$ cat config.mk
export PLATFORM = sky130hd
export DESIGN_NAME = block_rms_level_meter
export DESIGN_NICKNAME = d
export VERILOG_FILES = /design/src/rtl/brlm_pkg.sv /design/src/rtl/brlm_front.sv /design/src/rtl/brlm_job_queue.sv /design/src/rtl/brlm_back.sv /design/src/rtl/block_rms_level_meter.sv
export SDC_FILE = /design/constraint.sdc
export NUM_CORES = 2
export LEC_CHECK = 0
export BUFFER_PORTS_ARGS = -buffer_cell sky130_fd_sc_hd__buf_2
export CORE_MARGIN = 2
export CORE_UTILIZATION = 40
export DETAILED_ROUTE_END_ITERATION = 10
export GPL_TIMING_DRIVEN = 0
export PLACE_DENSITY_LB_ADDON = 0.1
export SLEW_MARGIN = 20
export SYNTH_ARGS = -nofsm -noshare
export SYNTH_HDL_FRONTEND = slang
export SYNTH_SLANG_ARGS = --single-unit
$ cat constraint.sdc
create_clock -name i_clk -period 11.9 [get_ports i_clk]
set_clock_uncertainty 0.2 [all_clocks]
set_input_delay 1.19 -clock i_clk [delete_from_list [all_inputs] [get_ports i_clk]]
set_output_delay 1.19 -clock i_clk [all_outputs]
set_load 0.1 [all_outputs]
$ cat src/rtl/brlm_pkg.sv
// Package for the block RMS level meter: register indexes, limits,
// job and result words, and the back-end state type. No dependencies.
package brlm_pkg;

    localparam int MAX_BLOCK_LEN = 4096;
    localparam int MAX_GROUPS    = 8;
    localparam int BPG_MAX       = 16;

    localparam int CFG_IDX_W  = 2;
    localparam int CFG_DATA_W = 13;

    localparam int LEN_W   = 13;
    localparam int BPG_W   = 5;
    localparam int GPF_W   = 4;
    localparam int CNT_W   = 12;
    localparam int SQ_W    = 31;
    localparam int BSUM_W  = 43;
    localparam int GSUM_W  = 47;
    localparam int GDIV_W  = 17;
    localparam int BIG_W   = 4;
    localparam int GC_W    = 3;
    localparam int BIDX_W  = 7;
    localparam int RMS_W   = 16;
    localparam int QUO_W   = 48;
    localparam int ROOT_W  = 24;

    localparam int JQ_DEPTH = 2;
    localparam int JQ_PTR_W = (JQ_DEPTH > 1) ? $clog2(JQ_DEPTH) : 1;
    localparam int JQ_CNT_W = $clog2(JQ_DEPTH + 1);

    typedef enum logic [CFG_IDX_W-1:0] {
        CFG_BLOCK_LEN        = 2'd0,
        CFG_BLOCKS_PER_GROUP = 2'd1,
        CFG_GROUPS_PER_FRAME = 2'd2
    } t_cfg_idx;

    typedef struct packed {
        logic [LEN_W-1:0] block_len;
        logic [BPG_W-1:0] blocks_per_group;
        logic [GPF_W-1:0] groups_per_frame;
    } t_cfg;

    typedef struct packed {
        logic [BSUM_W-1:0] bsum;
        logic [GSUM_W-1:0] gsum;
        logic [LEN_W-1:0]  len;
        logic [GDIV_W-1:0] gdiv;
        logic [BIDX_W-1:0] block_index;
        logic [GC_W-1:0]   group_index;
        logic              group_valid;
        logic              frame_last;
    } t_job;

    typedef struct packed {
        logic [RMS_W-1:0]  block_rms;
        logic [BIDX_W-1:0] block_index;
        logic              group_valid;
        logic [RMS_W-1:0]  group_rms;
        logic [GC_W-1:0]   group_index;
        logic              frame_last;
    } t_res;

    typedef enum logic [1:0] {
        ST_IDLE,
        ST_DIV,
        ST_SQRT,
        ST_HOLD
    } t_back_state;

endpackage

$ cat src/rtl/brlm_front.sv
// Front end: squares each sample, keeps block and group sums and counters,
// and emits a job word at the end of every block. Uses brlm_pkg.
module brlm_front (
    input  logic            i_clk,
    input  logic            i_rst_n,
    input  brlm_pkg::t_cfg  i_cfg,
    input  logic            i_push,
    output logic            o_full,
    input  logic [15:0]     i_sample,
    output logic            o_job_push,
    output brlm_pkg::t_job  o_job,
    input  logic            i_job_full
);
    import brlm_pkg::*;

    logic              r_sq_v;
    logic [SQ_W-1:0]   r_sq;
    logic [CNT_W-1:0]  r_cnt;
    logic [BSUM_W-1:0] r_bsum;
    logic [GSUM_W-1:0] r_gsum;
    logic [BIG_W-1:0]  r_big;
    logic [GC_W-1:0]   r_gc;
    logic [BIDX_W-1:0] r_fbc;

    logic              accept;
    logic [16:0]       ext;
    logic [16:0]       mag;
    logic [33:0]       sq_full;
    logic [LEN_W-1:0]  len;
    logic [BPG_W-1:0]  bpg;
    logic [GPF_W-1:0]  gpf;
    logic [BSUM_W-1:0] sum_b;
    logic [GSUM_W-1:0] sum_g;
    logic [CNT_W:0]    cnt_inc;
    logic [BIG_W:0]    big_inc;
    logic [GC_W:0]     gc_inc;
    logic              bdone;
    logic              gdone;
    logic              last;
    logic [17:0]       gdiv_full;

    assign o_full = r_sq_v | i_job_full;
    assign accept = i_push & ~o_full;

    assign ext     = {i_sample[15], i_sample};
    assign mag     = i_sample[15] ? (~ext + 17'd1) : ext;
    assign sq_full = mag * mag;

    // limits saturated to their legal ranges
    always_comb begin
        priority if (i_cfg.block_len == '0)
            len = LEN_W'(1);
        else if (i_cfg.block_len > LEN_W'(MAX_BLOCK_LEN))
            len = LEN_W'(MAX_BLOCK_LEN);
        else
            len = i_cfg.block_len;
        priority if (i_cfg.blocks_per_group == '0)
            bpg = BPG_W'(1);
        else if (i_cfg.blocks_per_group > BPG_W'(BPG_MAX))
            bpg = BPG_W'(BPG_MAX);
        else
            bpg = i_cfg.blocks_per_group;
        priority if (i_cfg.groups_per_frame == '0)
            gpf = GPF_W'(1);
        else if (i_cfg.groups_per_frame > GPF_W'(MAX_GROUPS))
            gpf = GPF_W'(MAX_GROUPS);
        else
            gpf = i_cfg.groups_per_frame;
    end

    assign sum_b     = r_bsum + BSUM_W'(r_sq);
    assign sum_g     = r_gsum + GSUM_W'(r_sq);
    assign cnt_inc   = {1'b0, r_cnt} + 1'b1;
    assign big_inc   = {1'b0, r_big} + 1'b1;
    assign gc_inc    = {1'b0, r_gc} + 1'b1;
    assign bdone     = cnt_inc >= (CNT_W+1)'(len);
    assign gdone     = big_inc >= (BIG_W+1)'(bpg);
    assign last      = gdone & (gc_inc >= (GC_W+1)'(gpf));
    assign gdiv_full = len * bpg;

    assign o_job_push        = r_sq_v & bdone;
    assign o_job.bsum        = sum_b;
    assign o_job.gsum        = sum_g;
    assign o_job.len         = len;
    assign o_job.gdiv        = gdiv_full[GDIV_W-1:0];
    assign o_job.block_index = r_fbc;
    assign o_job.group_index = r_gc;
    assign o_job.group_valid = gdone;
    assign o_job.frame_last  = last;

    always_ff @(posedge i_clk) begin
        if (!i_rst_n) begin
            r_sq_v <= 1'b0;
            r_cnt  <= '0;
            r_bsum <= '0;
            r_gsum <= '0;
            r_big  <= '0;
            r_gc   <= '0;
            r_fbc  <= '0;
        end else begin
            r_sq_v <= accept;
            if (r_sq_v) begin
                if (bdone) begin
                    r_cnt  <= '0;
                    r_bsum <= '0;
                    if (gdone) begin
                        r_gsum <= '0;
                        r_big  <= '0;
                        if (last) begin
                            r_gc  <= '0;
                            r_fbc <= '0;
                        end else begin
                            r_gc  <= gc_inc[GC_W-1:0];
                            r_fbc <= r_fbc + 1'b1;
                        end
                    end else begin
                        r_gsum <= sum_g;
                        r_big  <= big_inc[BIG_W-1:0];
                        r_fbc  <= r_fbc + 1'b1;
                    end
                end else begin
                    r_cnt  <= cnt_inc[CNT_W-1:0];
                    r_bsum <= sum_b;
                    r_gsum <= sum_g;
                end
            end
        end
    end

    always_ff @(posedge i_clk) begin
        if (accept) r_sq <= sq_full[SQ_W-1:0];
    end

endmodule

$ cat src/rtl/brlm_job_queue.sv
// Short queue of job words between front and back end.
// Uses brlm_pkg for the job type and depth.
module brlm_job_queue (
    input  logic            i_clk,
    input  logic            i_rst_n,
    input  logic            i_push,
    input  brlm_pkg::t_job  i_job,
    output logic            o_full,
    input  logic            i_pop,
    output logic            o_empty,
    output brlm_pkg::t_job  o_job
);
    import brlm_pkg::*;

    t_job                r_mem [JQ_DEPTH];
    logic [JQ_PTR_W-1:0] r_wr;
    logic [JQ_PTR_W-1:0] r_rd;
    logic [JQ_CNT_W-1:0] r_cnt;
    logic                do_push;
    logic                do_pop;

    assign o_full  = r_cnt == JQ_CNT_W'(JQ_DEPTH);
    assign o_empty = r_cnt == '0;
    assign do_push = i_push & ~o_full;
    assign do_pop  = i_pop & ~o_empty;
    assign o_job   = r_mem[r_rd];

    always_ff @(posedge i_clk) begin
        if (!i_rst_n) begin
            r_wr  <= '0;
            r_rd  <= '0;
            r_cnt <= '0;
        end else begin
            if (do_push)
                r_wr <= (r_wr == JQ_PTR_W'(JQ_DEPTH - 1)) ? '0 : r_wr + 1'b1;
            if (do_pop)
                r_rd <= (r_rd == JQ_PTR_W'(JQ_DEPTH - 1)) ? '0 : r_rd + 1'b1;
            if (do_push & ~do_pop)
                r_cnt <= r_cnt + 1'b1;
            else if (do_pop & ~do_push)
                r_cnt <= r_cnt - 1'b1;
        end
    end

    always_ff @(posedge i_clk) begin
        if (do_push) r_mem[r_wr] <= i_job;
    end

endmodule

$ cat src/rtl/brlm_back.sv
// Back end: one shared bit-serial divider and one two-bit-a-step square
// root, used for the block value and, when a group ends, the group value; holds the result word.
// Uses brlm_pkg.
module brlm_back (
    input  logic            i_clk,
    input  logic            i_rst_n,
    input  logic            i_job_empty,
    input  brlm_pkg::t_job  i_job,
    output logic            o_job_pop,
    output brlm_pkg::t_res  o_res,
    output logic            o_res_valid,
    input  logic            i_res_pop
);
    import brlm_pkg::*;

    localparam int DVS_W  = GDIV_W;
    localparam int STEP_W = $clog2(GSUM_W);
    localparam int SREM_W = ROOT_W + 2;

    t_back_state       r_state;
    t_back_state       n_state;
    t_job              r_job;
    logic              r_phase;
    logic [STEP_W-1:0] r_step;
    logic [GSUM_W-1:0] r_quo;
    logic [DVS_W-1:0]  r_rem;
    logic [DVS_W-1:0]  r_dvs;
    logic [QUO_W-1:0]  r_sv;
    logic [SREM_W-1:0] r_srem;
    logic [ROOT_W-1:0] r_root;
    logic [RMS_W-1:0]  r_brms;
    t_res              r_res;
    logic              r_res_v;

    logic [DVS_W:0]    d_sh;
    logic              d_bit;
    logic [DVS_W-1:0]  d_rem;
    logic [GSUM_W-1:0] d_quo;
    logic [SREM_W+1:0] s_sh;
    logic [SREM_W+1:0] s_trial;
    logic              s_bit;
    logic [SREM_W-1:0] s_rem;
    logic [ROOT_W-1:0] s_root;
    logic              slot_free;

    // divider step
    assign d_sh  = {r_rem, r_quo[GSUM_W-1]};
    assign d_bit = d_sh >= {1'b0, r_dvs};
    assign d_rem = d_bit ? DVS_W'(d_sh - {1'b0, r_dvs}) : d_sh[DVS_W-1:0];
    assign d_quo = {r_quo[GSUM_W-2:0], d_bit};

    // square root step; the full root is kept, the ports take its low bits
    assign s_sh    = {r_srem, r_sv[QUO_W-1 -: 2]};
    assign s_trial = {2'b00, r_root, 2'b01};
    assign s_bit   = s_sh >= s_trial;
    assign s_rem   = s_bit ? SREM_W'(s_sh - s_trial) : s_sh[SREM_W-1:0];
    assign s_root  = {r_root[ROOT_W-2:0], s_bit};

    assign slot_free   = ~r_res_v | i_res_pop;
    assign o_res       = r_res;
    assign o_res_valid = r_res_v;

    always_comb begin
        n_state   = r_state;
        o_job_pop = 1'b0;
        unique case (r_state)
            ST_IDLE: begin
                if (!i_job_empty) begin
                    o_job_pop = 1'b1;
                    n_state   = ST_DIV;
                end
            end
            ST_DIV: begin
                if (r_step == '0) n_state = ST_SQRT;
            end
            ST_SQRT: begin
                if (r_step == '0)
                    n_state = (!r_phase && r_job.group_valid) ? ST_DIV : ST_HOLD;
            end
            ST_HOLD: begin
                if (slot_free) n_state = ST_IDLE;
            end
            default: n_state = ST_IDLE;
        endcase
    end

    always_ff @(posedge i_clk) begin
        if (!i_rst_n) begin
            r_state <= ST_IDLE;
            r_res_v <= 1'b0;
        end else begin
            r_state <= n_state;
            if (r_state == ST_HOLD && slot_free)
                r_res_v <= 1'b1;
            else if (i_res_pop)
                r_res_v <= 1'b0;
        end
    end

    always_ff @(posedge i_clk) begin
        unique case (r_state)
            ST_IDLE: begin
                r_job   <= i_job;
                r_phase <= 1'b0;
                r_quo   <= GSUM_W'(i_job.bsum);
                r_dvs   <= DVS_W'(i_job.len);
                r_rem   <= '0;
                r_step  <= STEP_W'(GSUM_W - 1);
            end
            ST_DIV: begin
                r_quo <= d_quo;
                r_rem <= d_rem;
                if (r_step == '0) begin
                    r_sv   <= QUO_W'(d_quo);
                    r_srem <= '0;
                    r_root <= '0;
                    r_step <= STEP_W'(ROOT_W - 1);
                end else begin
                    r_step <= r_step - 1'b1;
                end
            end
            ST_SQRT: begin
                r_sv   <= {r_sv[QUO_W-3:0], 2'b00};
                r_srem <= s_rem;
                r_root <= s_root;
                if (r_step == '0) begin
                    if (!r_phase) begin
                        r_brms  <= s_root[RMS_W-1:0];
                        r_phase <= 1'b1;
                        r_quo   <= r_job.gsum;
                        r_dvs   <= r_job.gdiv;
                        r_rem   <= '0;
                        r_step  <= STEP_W'(GSUM_W - 1);
                    end
                end else begin
                    r_step <= r_step - 1'b1;
                end
            end
            ST_HOLD: begin
                if (slot_free) begin
                    r_res.block_rms   <= r_brms;
                    r_res.block_index <= r_job.block_index;
                    r_res.group_valid <= r_job.group_valid;
                    r_res.group_rms   <= r_job.group_valid ? r_root[RMS_W-1:0] : '0;
                    r_res.group_index <= r_job.group_index;
                    r_res.frame_last  <= r_job.frame_last;
                end
            end
            default: ;
        endcase
    end

endmodule

$ cat src/rtl/block_rms_level_meter.sv
// Block RMS level meter, top level: configuration registers, front end,
// job queue and back end. Uses brlm_pkg, brlm_front, brlm_job_queue, brlm_back.
// A sample word is squared into a register and then accumulated; no new word is taken while
// a square is pending or the two-entry job queue is full. The back end runs a 47-step divide
// and a 24-step root for the block value, and again for the group value when a block ends a
// group. Synchronous active-low reset clears sums, counters and queues; registers go to 200/10/8.
module block_rms_level_meter (
    input  logic                                i_clk,
    input  logic                                i_rst_n,
    input  logic                                push,
    output logic                                full,
    input  logic [15:0]                         i_sample,
    output logic                                empty,
    input  logic                                pop,
    output logic [brlm_pkg::RMS_W-1:0]          o_block_rms,
    output logic [brlm_pkg::BIDX_W-1:0]         o_block_index,
    output logic                                o_group_valid,
    output logic [brlm_pkg::RMS_W-1:0]          o_group_rms,
    output logic [brlm_pkg::GC_W-1:0]           o_group_index,
    output logic                                o_frame_last,
    input  logic                                i_cfg_valid,
    output logic                                o_cfg_ready,
    input  logic [brlm_pkg::CFG_IDX_W-1:0]      i_cfg_index,
    input  logic [brlm_pkg::CFG_DATA_W-1:0]     i_cfg_data
);
    import brlm_pkg::*;

    t_cfg r_cfg;
    logic job_push;
    t_job job_in;
    logic job_full;
    logic job_pop;
    logic job_empty;
    t_job job_out;
    t_res res;
    logic res_valid;

    assign o_cfg_ready = 1'b1;

    always_ff @(posedge i_clk) begin
        if (!i_rst_n) begin
            r_cfg.block_len        <= LEN_W'(200);
            r_cfg.blocks_per_group <= BPG_W'(10);
            r_cfg.groups_per_frame <= GPF_W'(8);
        end else if (i_cfg_valid) begin
            unique case (i_cfg_index)
                CFG_BLOCK_LEN:        r_cfg.block_len        <= i_cfg_data[LEN_W-1:0];
                CFG_BLOCKS_PER_GROUP: r_cfg.blocks_per_group <= i_cfg_data[BPG_W-1:0];
                CFG_GROUPS_PER_FRAME: r_cfg.groups_per_frame <= i_cfg_data[GPF_W-1:0];
                default: ;
            endcase
        end
    end

    brlm_front u_front (
        .i_clk      (i_clk),
        .i_rst_n    (i_rst_n),
        .i_cfg      (r_cfg),
        .i_push     (push),
        .o_full     (full),
        .i_sample   (i_sample),
        .o_job_push (job_push),
        .o_job      (job_in),
        .i_job_full (job_full)
    );

    brlm_job_queue u_queue (
        .i_clk   (i_clk),
        .i_rst_n (i_rst_n),
        .i_push  (job_push),
        .i_job   (job_in),
        .o_full  (job_full),
        .i_pop   (job_pop),
        .o_empty (job_empty),
        .o_job   (job_out)
    );

    brlm_back u_back (
        .i_clk       (i_clk),
        .i_rst_n     (i_rst_n),
        .i_job_empty (job_empty),
        .i_job       (job_out),
        .o_job_pop   (job_pop),
        .o_res       (res),
        .o_res_valid (res_valid),
        .i_res_pop   (pop)
    );

    assign empty         = ~res_valid;
    assign o_block_rms   = res.block_rms;
    assign o_block_index = res.block_index;
    assign o_group_valid = res.group_valid;
    assign o_group_rms   = res.group_rms;
    assign o_group_index = res.group_index;
    assign o_frame_last  = res.frame_last;

endmodule

==> flow_summary.toml <==
[yosys]
synth_edf_count = 616
ys_ff_latch = 763
synth-adder-area-share = 0.174
yosysMostFrequentCell = "edfxtp_1"
synth_top_flop_cell = "edfxtp_1"
synth_top_area_cell = "edfxtp_1"
synth_area_leaders = "edfxtp_1 (42%), fa_1 (10%), ha_1 (7.2%)"
synth_compound_gate_area_share = 0.109
synth_top_family_by_area = "adder cells"
yosysTopAreaCellShare = 0.416
async_flop_share = 0
yosys.area_share.simple = 0.102
seq_area_frac_synth = 0.483
synth_cell_types = 82
synthMuxAreaShare = 0.0397
syn-cell-area_um2 = 44400
syn_inst = 3952
syn_area_per_cell_um2 = 11.2
synthXorXnorAreaFrac = 0.0410
synth_common_cells = "edfxtp_1 (616), inv_1 (437), nand2_1 (338)"
yosys_warnings = 0

[power]
ir_worst_vdd_uv = 270
powerDensity_nw_per_um2 = 299
p_leak_nw = 20.5
p_total_mw = 15.1

[floorplanning]
pin_count = 83
start_util = 0.402
num_rows = 122
dieWidth_um = 337
die_h_um = 337
dieArea_um2 = 114000
core_um2 = 110000

[clocking]
insertion_delay_ps = 650
cts_root_buf = "clkbuf_16"
ctsResizeCount = 0
clock-sinks = 763
numCtsBuffers = 82
hold_buffers = 0
tritoncts = "built"
path_clk_slew_ps = 60
cts_setup_buffers = 0
htree_num_levels = 3
cts_buffer_depth = 3

[min_path]
hold_path_startpoint = "u_back.r_job[10]"
hp-class = "reg2reg"

[placed_design]
dpl.hpwl_um = 81900
gp_congestion = 0.865
dpl-instance-area_um2 = 47500
numPortBuffers = 80
dp_cells = 5581

[timing]
rsz0062_at_grt = "false"
hold_viol_final = 0
layout_min_cycle_time_ps = 10320
slew_viol_final = 0
tightest_slew_ps = 1090
period_share = 0.867
whs_ps = 217
slew-limit-headroom = 0.271
setup_viol = 0
max_freq_ghz = 0.0969

[critical_path]
critPathRequiredTime_ps = 12100
start_kind = "input port"
cp_top_family = "adder cells"
critPathLaunch = "i_sample[0]"
reg2reg_from = "r_cfg[15]"
endpoint_kind = "flop"
arrival_ps = 10510
path_class = "in2reg"
cpMostUsedCell = "fa_1"
slowest_delay_ps = 750
crit_path_max_fanout = 10
crit_slowest_cell = "xnor2_1"
cp.buffers_inverters = 8

[drt]
drtAntennaViolNets = 0
wire_per_inst_um = 18.7
num_vias = 29200
drt_first_pass_iters = 5
drc = 0
drt_iter0_drc = 1484
via_per_inst = 5.09
wirelength_um = 107000

[global_route]
grt_max_degree = 44
grt_pass1_vias = 30000
overflow = 0
antenna_found_initial = 2
grt_first_pass_wirelength_um = 169000
grt_util_all_layers = 0.191

[status]
status = "complete, no violations"

[final_layout]
seq_area_um2 = 21400
finalNetCount = 4696
multi_input_area_um2 = 20900
fillers = 10300
area_growth_pct = 13.2
stdcell_area_um2 = 50300
num_antenna_cells = 0
instances_no_fill = 5734
drive_gt1_frac = 0.0975

[run]
cap_viol_max_count = 0
state kept, by name, indices dropped and copies added (netlist names), 22 cells and up, named ones only:
| register | cells |
|---|---|
| u_back.r_job | 76 |
| u_back.r_srem | 26 |
| u_back.r_quo | 47 |
| u_back.r_sv | 48 |
| u_back.r_root | 24 |
| u_front.r_gsum | 47 |
| u_front.r_sq | 30 |
| r_cfg | 22 |
| u_back.o_res | 44 |
| u_queue.r_mem | 264 |
| u_front.r_bsum | 43 |
cells in the final DEF, fill, tap and decap left out, types with 40 or more instances in the layout:
master / synthesis / layout
edfxtp_1: 616 / 616
nor2_1: 313 / 311
a211oi_1: 64 / 64
clkbuf_16: 0 / 85
nor2b_1: 76 / 75
xor2_1: 73 / 73
mux2i_1: 40 / 40
o21ai_0: 117 / 115
a21o_1: 50 / 50
inv_1: 437 / 437
a22oi_1: 74 / 74
nand2_1: 338 / 338
fa_1: 226 / 226
mux2_2: 121 / 121
dfxtp_1: 147 / 147
a21oi_1: 234 / 234
xnor2_1: 132 / 129
clkbuf_1: 129 / 141
nand3_1: 78 / 78
ha_1: 257 / 256
buf_2: 9 / 89
worst register-to-register path: stages, from the launching register on:
cell and delay (ps):
dfxtp_1 330, nor4_1 760, a31oi_1 150, or2_2 360
inv_1 240, nand2_1 130, fa_1 540, fa_1 520
fa_1 540, inv_1 40, ha_1 310, a21oi_1 80
o21bai_1 230, a21oi_1 130, o21ai_0 310, a41oi_1 210
a211oi_1 420, a21o_1 180, a21oi_1 70, xnor2_1 160
metrics by stage:
stage	setup TNS, ps	utilization	setup WS, ps
floorplan	0	-	2980
global placement	-456060	0.424	-2120
detailed placement	0	0.430	811
CTS	0	0.456	1520
global route	0	0.456	1030
finish	0	0.456	1580
power by group:
part           internal (mW)  total (mW)  switching (mW)
Clock                   1.59        2.67            1.08
Combinational           3.40        8.21            4.81
Sequential              3.93        4.18           0.250
cells by family (layout without fill, tap and decap cells):
kind of cell | after synthesis | in the layout
DFF | 763 | 763
adders and majority gates | 483 | 483
xor gates and xnor gates | 206 | 206
AOI/OAI and AO/OA | 744 | 744
and+or+nand+nor | 996 | 996
muxes | 161 | 161
other | 2 | 35
buffers and inverters | 597 | 858
cell type report:
cell class / count / share of cell area
plain buffers: 151 / 0.0121
inverters: 446 / 0.0333
flip-flops and latches: 763 / 0.426
repair buffers: 108 / 0.0195
well taps: 1488 / 0.0370
clock inverters: 46 / 0.0105
multi-input cells: 2625 / 0.416
clock buffers: 107 / 0.0457
layer usage:
metal  vias up  part of all wire  GRT usage
li1      14300                 -          -
met1     14200              0.45      0.247
met3       171             0.032     0.0193
met5         -           0.00011          0
met4         2             0.028     0.0626
met2       508              0.49      0.335
path summary, 6_finish.rpt:
check	endpoint	slack [ps]	depth (start not counted)
min reg2reg	u_back.o_res[26]	220	0
max reg2reg	u_queue.r_mem[0][28]	5720	19
max	u_front.r_sq[24]	1580	30
min	u_back.o_res[26]	220	0
No activity file was read; power rests on OpenSTA's default activity.
